[src/spa_pkg.sv]
// -----------------------------------------------------------------------------
// spa_pkg: shared types and constants for the sparse polynomial adder
// Field widths, request kinds, and the store control bundle.
// -----------------------------------------------------------------------------
package spa_pkg;

	localparam int MAX_TERMS_DEF  = 32;
	localparam int EXPON_BITS_DEF = 10;

	localparam int KIND_W  = 2;
	localparam int COEF_W  = 16;
	localparam int SUM_W   = 17;
	localparam int EXPON_W = 10;

	// stream data widths, rounded up to whole bytes
	localparam int IN_TDATA_W  = ((COEF_W + EXPON_W + 7) / 8) * 8;
	localparam int OUT_TDATA_W = ((SUM_W + EXPON_W + 7) / 8) * 8;

	typedef enum logic [KIND_W-1:0] {
		KIND_LOAD_A = 2'd0,
		KIND_LOAD_B = 2'd1,
		KIND_START  = 2'd2,
		KIND_NONE   = 2'd3
	} kind_t;

	// control from the merge engine to both term stores
	typedef struct packed {
		logic rd_en;
		logic clear;
	} store_ctl_t;

endpackage

[src/spa_store.sv]
// -----------------------------------------------------------------------------
// spa_store: one term store
// Synchronous term memory with append-on-load, a registered read port and a
// fill count that the merge engine clears when it finishes.
// -----------------------------------------------------------------------------
module spa_store #(
	parameter int MAX_TERMS = spa_pkg::MAX_TERMS_DEF,
	parameter int EW        = spa_pkg::EXPON_BITS_DEF,
	parameter int AW        = 5,
	parameter int CW        = 6
) (
	input  logic                    clk,
	input  logic                    arst_n,
	input  logic                    wr_en,
	input  logic [spa_pkg::COEF_W-1:0] wr_coef,
	input  logic [EW-1:0]           wr_expon,
	input  spa_pkg::store_ctl_t     ctl,
	input  logic [AW-1:0]           rd_addr,
	output logic [spa_pkg::COEF_W-1:0] rd_coef,
	output logic [EW-1:0]           rd_expon,
	output logic [CW-1:0]           count
);
	import spa_pkg::*;

	localparam int DW = COEF_W + EW;

	logic [DW-1:0] mem [MAX_TERMS];
	logic [DW-1:0] rd_data_q;
	logic [CW-1:0] count_q;
	logic          wr_ok;

	assign wr_ok = wr_en && (count_q != CW'(MAX_TERMS));

	always_ff @(posedge clk) begin
		if (wr_ok) begin
			mem[count_q[AW-1:0]] <= {wr_expon, wr_coef};
		end
		if (ctl.rd_en) begin
			rd_data_q <= mem[rd_addr];
		end
	end

	always_ff @(posedge clk or negedge arst_n) begin
		if (!arst_n) begin
			count_q <= '0;
		end else if (ctl.clear) begin
			count_q <= '0;
		end else if (wr_ok) begin
			count_q <= count_q + 1'b1;
		end
	end

	assign rd_coef  = rd_data_q[COEF_W-1:0];
	assign rd_expon = rd_data_q[DW-1:COEF_W];
	assign count    = count_q;

endmodule

[src/spa_merge.sv]
// -----------------------------------------------------------------------------
// spa_merge: merge engine
// Walks both stores by exponent, holds one term back so the last mark can be
// set, and drives the result register.
// -----------------------------------------------------------------------------
module spa_merge #(
	parameter int EW = spa_pkg::EXPON_BITS_DEF,
	parameter int AW = 5,
	parameter int CW = 6
) (
	input  logic                        clk,
	input  logic                        arst_n,
	input  logic                        start,
	output logic                        idle,
	input  logic [CW-1:0]               cnt_a,
	input  logic [CW-1:0]               cnt_b,
	output spa_pkg::store_ctl_t         ctl,
	output logic [AW-1:0]               rd_addr_a,
	output logic [AW-1:0]               rd_addr_b,
	input  logic [spa_pkg::COEF_W-1:0]  coef_a,
	input  logic [EW-1:0]               expon_a,
	input  logic [spa_pkg::COEF_W-1:0]  coef_b,
	input  logic [EW-1:0]               expon_b,
	input  logic                        out_ready,
	output logic                        out_valid,
	output logic [spa_pkg::SUM_W-1:0]   out_coef,
	output logic [spa_pkg::EXPON_W-1:0] out_expon,
	output logic                        out_has,
	output logic                        out_last
);
	import spa_pkg::*;

	typedef enum logic [2:0] {
		ST_IDLE  = 3'b001,
		ST_FETCH = 3'b010,
		ST_COMP  = 3'b100
	} state_t;

	state_t state_q, state_d;

	logic [CW-1:0]    ia_q, ib_q;
	logic             pend_valid_q;
	logic [SUM_W-1:0] pend_coef_q;
	logic [EW-1:0]    pend_expon_q;

	logic             out_valid_q, out_has_q, out_last_q;
	logic [SUM_W-1:0] out_coef_q;
	logic [EW-1:0]    out_expon_q;

	logic             a_has, b_has, take_a, take_b, both, done, new_valid;
	logic             out_free, stall, step, push;
	logic [SUM_W-1:0] sum, new_coef;
	logic [EW-1:0]    new_expon;

	assign a_has = ia_q < cnt_a;
	assign b_has = ib_q < cnt_b;
	assign sum   = SUM_W'(signed'(coef_a)) + SUM_W'(signed'(coef_b));

	assign take_a = a_has && (!b_has || (expon_a > expon_b));
	assign take_b = b_has && (!a_has || (expon_b > expon_a));
	assign both   = a_has && b_has && (expon_a == expon_b);
	assign done   = !a_has && !b_has;

	assign new_valid = take_a || take_b || (both && (sum != '0));
	assign new_coef  = take_a ? SUM_W'(signed'(coef_a)) :
	                   take_b ? SUM_W'(signed'(coef_b)) : sum;
	assign new_expon = take_b ? expon_b : expon_a;

	assign out_free = !out_valid_q || out_ready;
	// a push is needed at the end, or when a new term displaces the held one
	assign stall = (done || (new_valid && pend_valid_q)) && !out_free;
	assign step  = (state_q == ST_COMP) && !stall && !done;
	assign push  = (step && new_valid && pend_valid_q) ||
	               ((state_q == ST_COMP) && done && out_free);

	always_comb begin
		state_d = state_q;
		case (state_q)
			ST_IDLE: begin
				if (start) state_d = ST_FETCH;
			end
			ST_FETCH: begin
				state_d = ST_COMP;
			end
			ST_COMP: begin
				if (!stall) state_d = done ? ST_IDLE : ST_FETCH;
			end
			default: begin
				state_d = ST_IDLE;
			end
		endcase
	end

	always_ff @(posedge clk or negedge arst_n) begin
		if (!arst_n) begin
			state_q      <= ST_IDLE;
			ia_q         <= '0;
			ib_q         <= '0;
			pend_valid_q <= 1'b0;
			out_valid_q  <= 1'b0;
		end else begin
			state_q <= state_d;
			if (push) out_valid_q <= 1'b1;
			else if (out_ready) out_valid_q <= 1'b0;
			if (state_q == ST_IDLE && start) begin
				ia_q         <= '0;
				ib_q         <= '0;
				pend_valid_q <= 1'b0;
			end
			if (step) begin
				if (take_a || both) ia_q <= ia_q + 1'b1;
				if (take_b || both) ib_q <= ib_q + 1'b1;
				if (new_valid) pend_valid_q <= 1'b1;
			end
			if (state_q == ST_COMP && done && out_free) begin
				pend_valid_q <= 1'b0;
			end
		end
	end

	// payload: held term and result register
	always_ff @(posedge clk) begin
		if (step && new_valid) begin
			pend_coef_q  <= new_coef;
			pend_expon_q <= new_expon;
			if (pend_valid_q) begin
				out_coef_q  <= pend_coef_q;
				out_expon_q <= pend_expon_q;
				out_has_q   <= 1'b1;
				out_last_q  <= 1'b0;
			end
		end
		if (state_q == ST_COMP && done && out_free) begin
			out_coef_q  <= pend_valid_q ? pend_coef_q : '0;
			out_expon_q <= pend_valid_q ? pend_expon_q : '0;
			out_has_q   <= pend_valid_q;
			out_last_q  <= 1'b1;
		end
	end

	assign idle      = (state_q == ST_IDLE);
	assign ctl.rd_en = (state_q == ST_FETCH);
	assign ctl.clear = (state_q == ST_COMP) && done && out_free;
	assign rd_addr_a = ia_q[AW-1:0];
	assign rd_addr_b = ib_q[AW-1:0];

	assign out_valid = out_valid_q;
	assign out_coef  = out_coef_q;
	assign out_expon = EXPON_W'(out_expon_q);
	assign out_has   = out_has_q;
	assign out_last  = out_last_q;

endmodule

[src/sparse_polynomial_add.sv]
// -----------------------------------------------------------------------------
// sparse_polynomial_add: sparse polynomial adder, top level
// Loads terms into two stores and merges them into a sum stream on start.
// -----------------------------------------------------------------------------
// A load request is accepted while idle and gives no result. A start
// request runs the merge: each step reads both stores (FETCH), then
// compares the exponents (COMP); a closing step emits the last item.
// s_tready is low while a merge runs, so no request is taken before it ends;
// each store has a single read port. The result register lets the engine
// keep working while one result waits on m_tready, until another must be pushed.
// Reset: counts, control and valid flags clear; store contents are kept.
module sparse_polynomial_add #(
	parameter int MAX_TERMS  = spa_pkg::MAX_TERMS_DEF,
	parameter int EXPON_BITS = spa_pkg::EXPON_BITS_DEF
) (
	input  logic                            clk,
	input  logic                            arst_n,
	// slave side
	input  logic                            s_tvalid,
	output logic                            s_tready,
	input  logic [spa_pkg::IN_TDATA_W-1:0]  s_tdata,  // term_coef[15:0], term_expon[25:16]
	input  logic [spa_pkg::KIND_W-1:0]      s_tuser,  // kind[1:0]
	// master side
	output logic                            m_tvalid,
	input  logic                            m_tready,
	output logic [spa_pkg::OUT_TDATA_W-1:0] m_tdata,  // sum_coef[16:0], sum_expon[26:17]
	output logic                            m_tuser,  // has_term
	output logic                            m_tlast   // last_term
);
	import spa_pkg::*;

	// exponents are kept in at most EXPON_W bits
	localparam int EW = (EXPON_BITS < EXPON_W) ? EXPON_BITS : EXPON_W;
	localparam int AW = (MAX_TERMS > 1) ? $clog2(MAX_TERMS) : 1;
	localparam int CW = $clog2(MAX_TERMS + 1);

	logic              req;
	kind_t             kind;
	logic [COEF_W-1:0] term_coef;
	logic [EW-1:0]     term_expon;

	store_ctl_t        ctl;
	logic [AW-1:0]     rd_addr_a, rd_addr_b;
	logic [COEF_W-1:0] coef_a, coef_b;
	logic [EW-1:0]     expon_a, expon_b;
	logic [CW-1:0]     cnt_a, cnt_b;
	logic              idle;

	logic [SUM_W-1:0]   sum_coef;
	logic [EXPON_W-1:0] sum_expon;

	// request decode; an unused kind is taken and dropped
	assign req        = s_tvalid && s_tready;
	assign kind       = kind_t'(s_tuser);
	assign term_coef  = s_tdata[COEF_W-1:0];
	assign term_expon = s_tdata[COEF_W +: EW];
	assign s_tready   = idle;

	spa_store #(
		.MAX_TERMS(MAX_TERMS), .EW(EW), .AW(AW), .CW(CW)
	) u_store_a (
		.clk      (clk),
		.arst_n   (arst_n),
		.wr_en    (req && (kind == KIND_LOAD_A)),
		.wr_coef  (term_coef),
		.wr_expon (term_expon),
		.ctl      (ctl),
		.rd_addr  (rd_addr_a),
		.rd_coef  (coef_a),
		.rd_expon (expon_a),
		.count    (cnt_a)
	);

	spa_store #(
		.MAX_TERMS(MAX_TERMS), .EW(EW), .AW(AW), .CW(CW)
	) u_store_b (
		.clk      (clk),
		.arst_n   (arst_n),
		.wr_en    (req && (kind == KIND_LOAD_B)),
		.wr_coef  (term_coef),
		.wr_expon (term_expon),
		.ctl      (ctl),
		.rd_addr  (rd_addr_b),
		.rd_coef  (coef_b),
		.rd_expon (expon_b),
		.count    (cnt_b)
	);

	spa_merge #(
		.EW(EW), .AW(AW), .CW(CW)
	) u_merge (
		.clk       (clk),
		.arst_n    (arst_n),
		.start     (req && (kind == KIND_START)),
		.idle      (idle),
		.cnt_a     (cnt_a),
		.cnt_b     (cnt_b),
		.ctl       (ctl),
		.rd_addr_a (rd_addr_a),
		.rd_addr_b (rd_addr_b),
		.coef_a    (coef_a),
		.expon_a   (expon_a),
		.coef_b    (coef_b),
		.expon_b   (expon_b),
		.out_ready (m_tready),
		.out_valid (m_tvalid),
		.out_coef  (sum_coef),
		.out_expon (sum_expon),
		.out_has   (m_tuser),
		.out_last  (m_tlast)
	);

	// pack result fields, zero fill to the byte boundary
	assign m_tdata = OUT_TDATA_W'({sum_expon, sum_coef});

endmodule

[config.mk]
export PLATFORM = sky130hd
export DESIGN_NAME = sparse_polynomial_add
export DESIGN_NICKNAME = d
export VERILOG_FILES = /design/src/spa_pkg.sv /design/src/spa_store.sv /design/src/spa_merge.sv /design/src/sparse_polynomial_add.sv
export SDC_FILE = /design/constraint.sdc
export NUM_CORES = 2
export LEC_CHECK = 0
export BUFFER_PORTS_ARGS = -buffer_cell sky130_fd_sc_hd__buf_4
export CORE_MARGIN = 1.5
export CORE_UTILIZATION = 57
export DETAILED_ROUTE_END_ITERATION = 8
export PLACE_DENSITY = 0.76
export SETUP_SLACK_MARGIN = 0.02
export SLEW_MARGIN = 40
export SYNTH_ARGS = -nofsm -noshare
export SYNTH_HDL_FRONTEND = slang
export SYNTH_SLANG_ARGS = --single-unit
[constraint.sdc]
create_clock -name clk -period 4.7 [get_ports clk]
set_input_delay 0.235 -clock clk [delete_from_list [all_inputs] [get_ports clk]]
set_output_delay 0.235 -clock clk [all_outputs]
set_load 0.02 [all_outputs]
==> metrics.csv <==
metric;value;unit
die_h;354;um
ant_nets;0;
wl;164000;um
min_path_type;in -> reg;
post_drt_wl_per_cell;32.6;um
yosysUniqueCellTypes;71;
fin_crit_sh;94.0;%
die-width;354;um
period_needed;4.42;ns
setup_tns;0;ns
die_area;0.125;sq mm
finalClockSkew;0.0281;ns
grt_pass1_wl;235000;um
p_leak;0.0242;uW
final_layout_size_suffix_gt1_share;31.9;%
hold-worst-slack;0.00162;ns
cts_tree;yes;
p_sw_share;21.2;%
cts-root-buf;clkbuf_16;
ys_seq_area_share;77.0;%
dp_hpwl;87300;um
grt_remaining_overflow;0;
clock_path_buffers;3;
core;0.122;sq mm
grt_usage;26.5;%
synth_flop_cell;edfxtp_1;
min_path_cells;1;
grt_setup_unrepaired;no;
grt_pass1_vias;33272;
maxCapViolations;0;
fmax;226;MHz
io_buffers;62;
vias;33017;
crit_required;5.16;ns
status;finished clean;
intPower;26300;uW
start_util;57.5;%
r2r_slack;0.28;ns
power;33400;uW
dr.pass1.iters;6;
whs_endpoint;u_store_a.mem[17][18];
vias_per_cell;6.58;
nets;3338;
comb_power_share;4.6;%
grt_max_degree;107;
critical_path_class;reg -> reg;
synth-async-reset-ratio;1.61;%
netlist_area;0.0701;sq mm
grt_antenna_before_repair;6;
hp-start;s_tdata[18];
end_kind;flip-flop;
clock-sinks;1801;
h-tree-depth;4;
arrival;4.88;ns
postSynthCellCount;3034;
setup-violations-final;0;
fin_util;65.0;%
ys_ff_latch;1801;
clock_latency;0.80;ns
gp_congestion;0.929;
drc;0;
yosys-top-cells-area;edfxtp_1 (76%), mux4_2 (17%), dfrtp_1 (1.0%);
power_frac_clock;41.5;%
p_sw;7070;uW
first_iter_violations;4372;
ir_drop;0.000406;V
ys_warn_count;0;
worst_pin_slew;0.908;ns
cp-start-kind;flip-flop;
power_density;421;mW/mm^2
cts_setup_buffers;0;
hold_viol;0;
startpoint;u_store_a.rd_data_q[0];
slew_viol_final;0;
synth_area_per_cell;23.1;sq um
synth_top_cell_area_share;75.9;%
syn_to_final_growth;13.2;%
pin_count;74;
worst_setup_hold_path_clk_slew;0.06;ns
slew_headroom;39.2;%
r2r_end;u_merge.out_expon[2];
crit_path_max_fanout;28;
p_seq_share;54.0;%
r2r_start;u_store_a.rd_data_q[0];
rr_worst_depth;13;
cts_buffers;172;
synth.largest_area_cell;edfxtp_1;
synth_edf_count;1771;
rows;128;
registers in the layout, indices dropped and copies added, names as in the netlist:
name	count
u_merge.ib_q	6
u_merge.out_expon	10
u_merge.state_q	3
u_store_b.count	6
u_store_b.mem	832
u_merge.pend_valid_q	1
u_merge.out_last	1
u_merge.ia_q	6
u_store_a.rd_data_q	26
u_merge.out_valid	1
u_merge.out_coef	17
u_merge.pend_coef_q	17
u_merge.pend_expon_q	10
u_merge.out_has	1
u_store_a.count	6
u_store_b.rd_data_q	26
u_store_a.mem	832
critical path, stage by stage, from the launching register on:
cell and delay, ns:
edfxtp_1 0.41, ha_1 0.23, inv_1 0.08, fa_1 0.26, nor2b_4 0.07, o2111ai_1 0.29, a211oi_1 0.20, or2_2 0.35
o311ai_0 0.49, nor4_1 0.19, a31oi_1 0.73, nand3_1 0.28, nand2b_1 0.15, buf_4 0.32
metal layers:
metal | GRT usage, % | wire (um) | share of wire, % | vias to the layer above
met3 | 4.92 | 15300 | 9.4 | 290
met2 | 42.2 | 80600 | 49 | 1935
met5 | 0 | 35 | 0.021 | -
met1 | 37.3 | 61900 | 38 | 17484
met4 | 9.88 | 5780 | 3.5 | 6
li1 | - | - | - | 13302
cell usage after synthesis, types with 7 or more instances:
cell and count:
a211oi_1 10, a21o_1 8, a21oi_1 39, buf_1 37
clkbuf_1 95, dfrtp_1 28, edfxtp_1 1771, ha_1 46
inv_1 32, mux2_2 54, mux2i_1 25, mux4_2 520
nand2_1 49, nand2b_1 7, nand3_1 23, nand4_1 7
nor2_1 107, nor2b_1 32, nor3_1 11, o21ai_0 24
xnor2_1 13
stage by stage:
| step | instance area, sq um | std cells | setup WS (ns) |
|---|---|---|---|
| 2_1_floorplan | 70100 | 3038 | 0.872 |
| 3_5_place_dp | 73200 | 4677 | 0.532 |
| 4_1_cts | 79100 | 5013 | 0.502 |
| 3_3_place_gp | 73000 | 4669 | 0.0411 |
| 5_1_grt | 79300 | 5019 | 0.177 |
| 6_report | 79300 | 5021 | 0.281 |
repair_timing:
action                                 CTS  global route
resized for setup                        0             0
hold buffers                            21             0
endpoints found under the hold margin  214             0
worst max-delay path by stage:
stage | depth (start not counted) | slack, ns | to
global placement | 5 | 0.04 | u_store_a.mem[10][7]
finish | 13 | 0.28 | u_merge.out_expon[2]
detailed placement | 13 | 0.53 | u_merge.out_coef[10]
CTS | 13 | 0.50 | u_merge.ib_q[2]
global route | 13 | 0.18 | u_merge.out_expon[2]
floorplan | 5 | 0.87 | u_store_b.mem[31][0]
cell type report:
class,count,area (sq um)
diodes,2,5.00
clock buffers,209,4510
clock inverters,106,1140
fillers,7390,42600
inverters,36,135
multi-input cells,1055,15800
flip-flops and latches,1801,54000
well taps,1625,2030
repair buffers,187,1740
kinds of logic after synthesis:
kind of cell	after synthesis	share of synthesized area [%]
buffers and inverters	182	1.07
AND/OR/NAND/NOR	262	1.77
flip-flops	1801	77.0
adder cells (fa/ha/maj)	47	0.850
XOR/XNOR	17	0.213
multiplexers	599	17.9
AO/OA/AOI/OAI	125	1.18
other	1	0.00535
layout by cell type, fill, tap and decap left out, types with 5 or more instances in the layout:
master / netlist / layout
buf_12: 0 / 5
nor2_2: 0 / 31
buf_4: 6 / 142
inv_6: 0 / 6
inv_1: 32 / 32
a21oi_1: 39 / 39
nand4_1: 7 / 7
clkinv_1: 4 / 35
clkbuf_16: 0 / 176
a211oi_1: 10 / 10
ha_1: 46 / 46
nor3_1: 11 / 11
mux4_2: 520 / 520
dfrtp_4: 0 / 6
buf_8: 0 / 6
clkbuf_1: 95 / 34
xnor2_1: 13 / 13
a21o_1: 8 / 8
clkinvlp_4: 0 / 5
bufinv_16: 0 / 20
nor2b_1: 32 / 31
nor2_4: 0 / 33
conb_1: 1 / 5
buf_16: 0 / 7
buf_6: 1 / 6
nand2b_1: 7 / 7
nand3_1: 23 / 23
nand2_1: 49 / 48
dfrtp_1: 28 / 20
clkinv_2: 0 / 34
dlygate4sd3_1: 2 / 20
mux2_2: 54 / 54
edfxtp_1: 1771 / 1771
o21ai_0: 24 / 24
nor2_1: 107 / 43
mux2i_1: 25 / 25
power groups by stage:
stage	clock (uW)	combinational [uW]	sequential, uW
floorplan	0	759	18300
global placement	0	1410	18300
detailed placement	0	1480	18400
CTS	14000	1510	18000
global route	14600	1620	18000
finish	13900	1520	18000
Note: power is estimated with default switching activity, not from simulation.
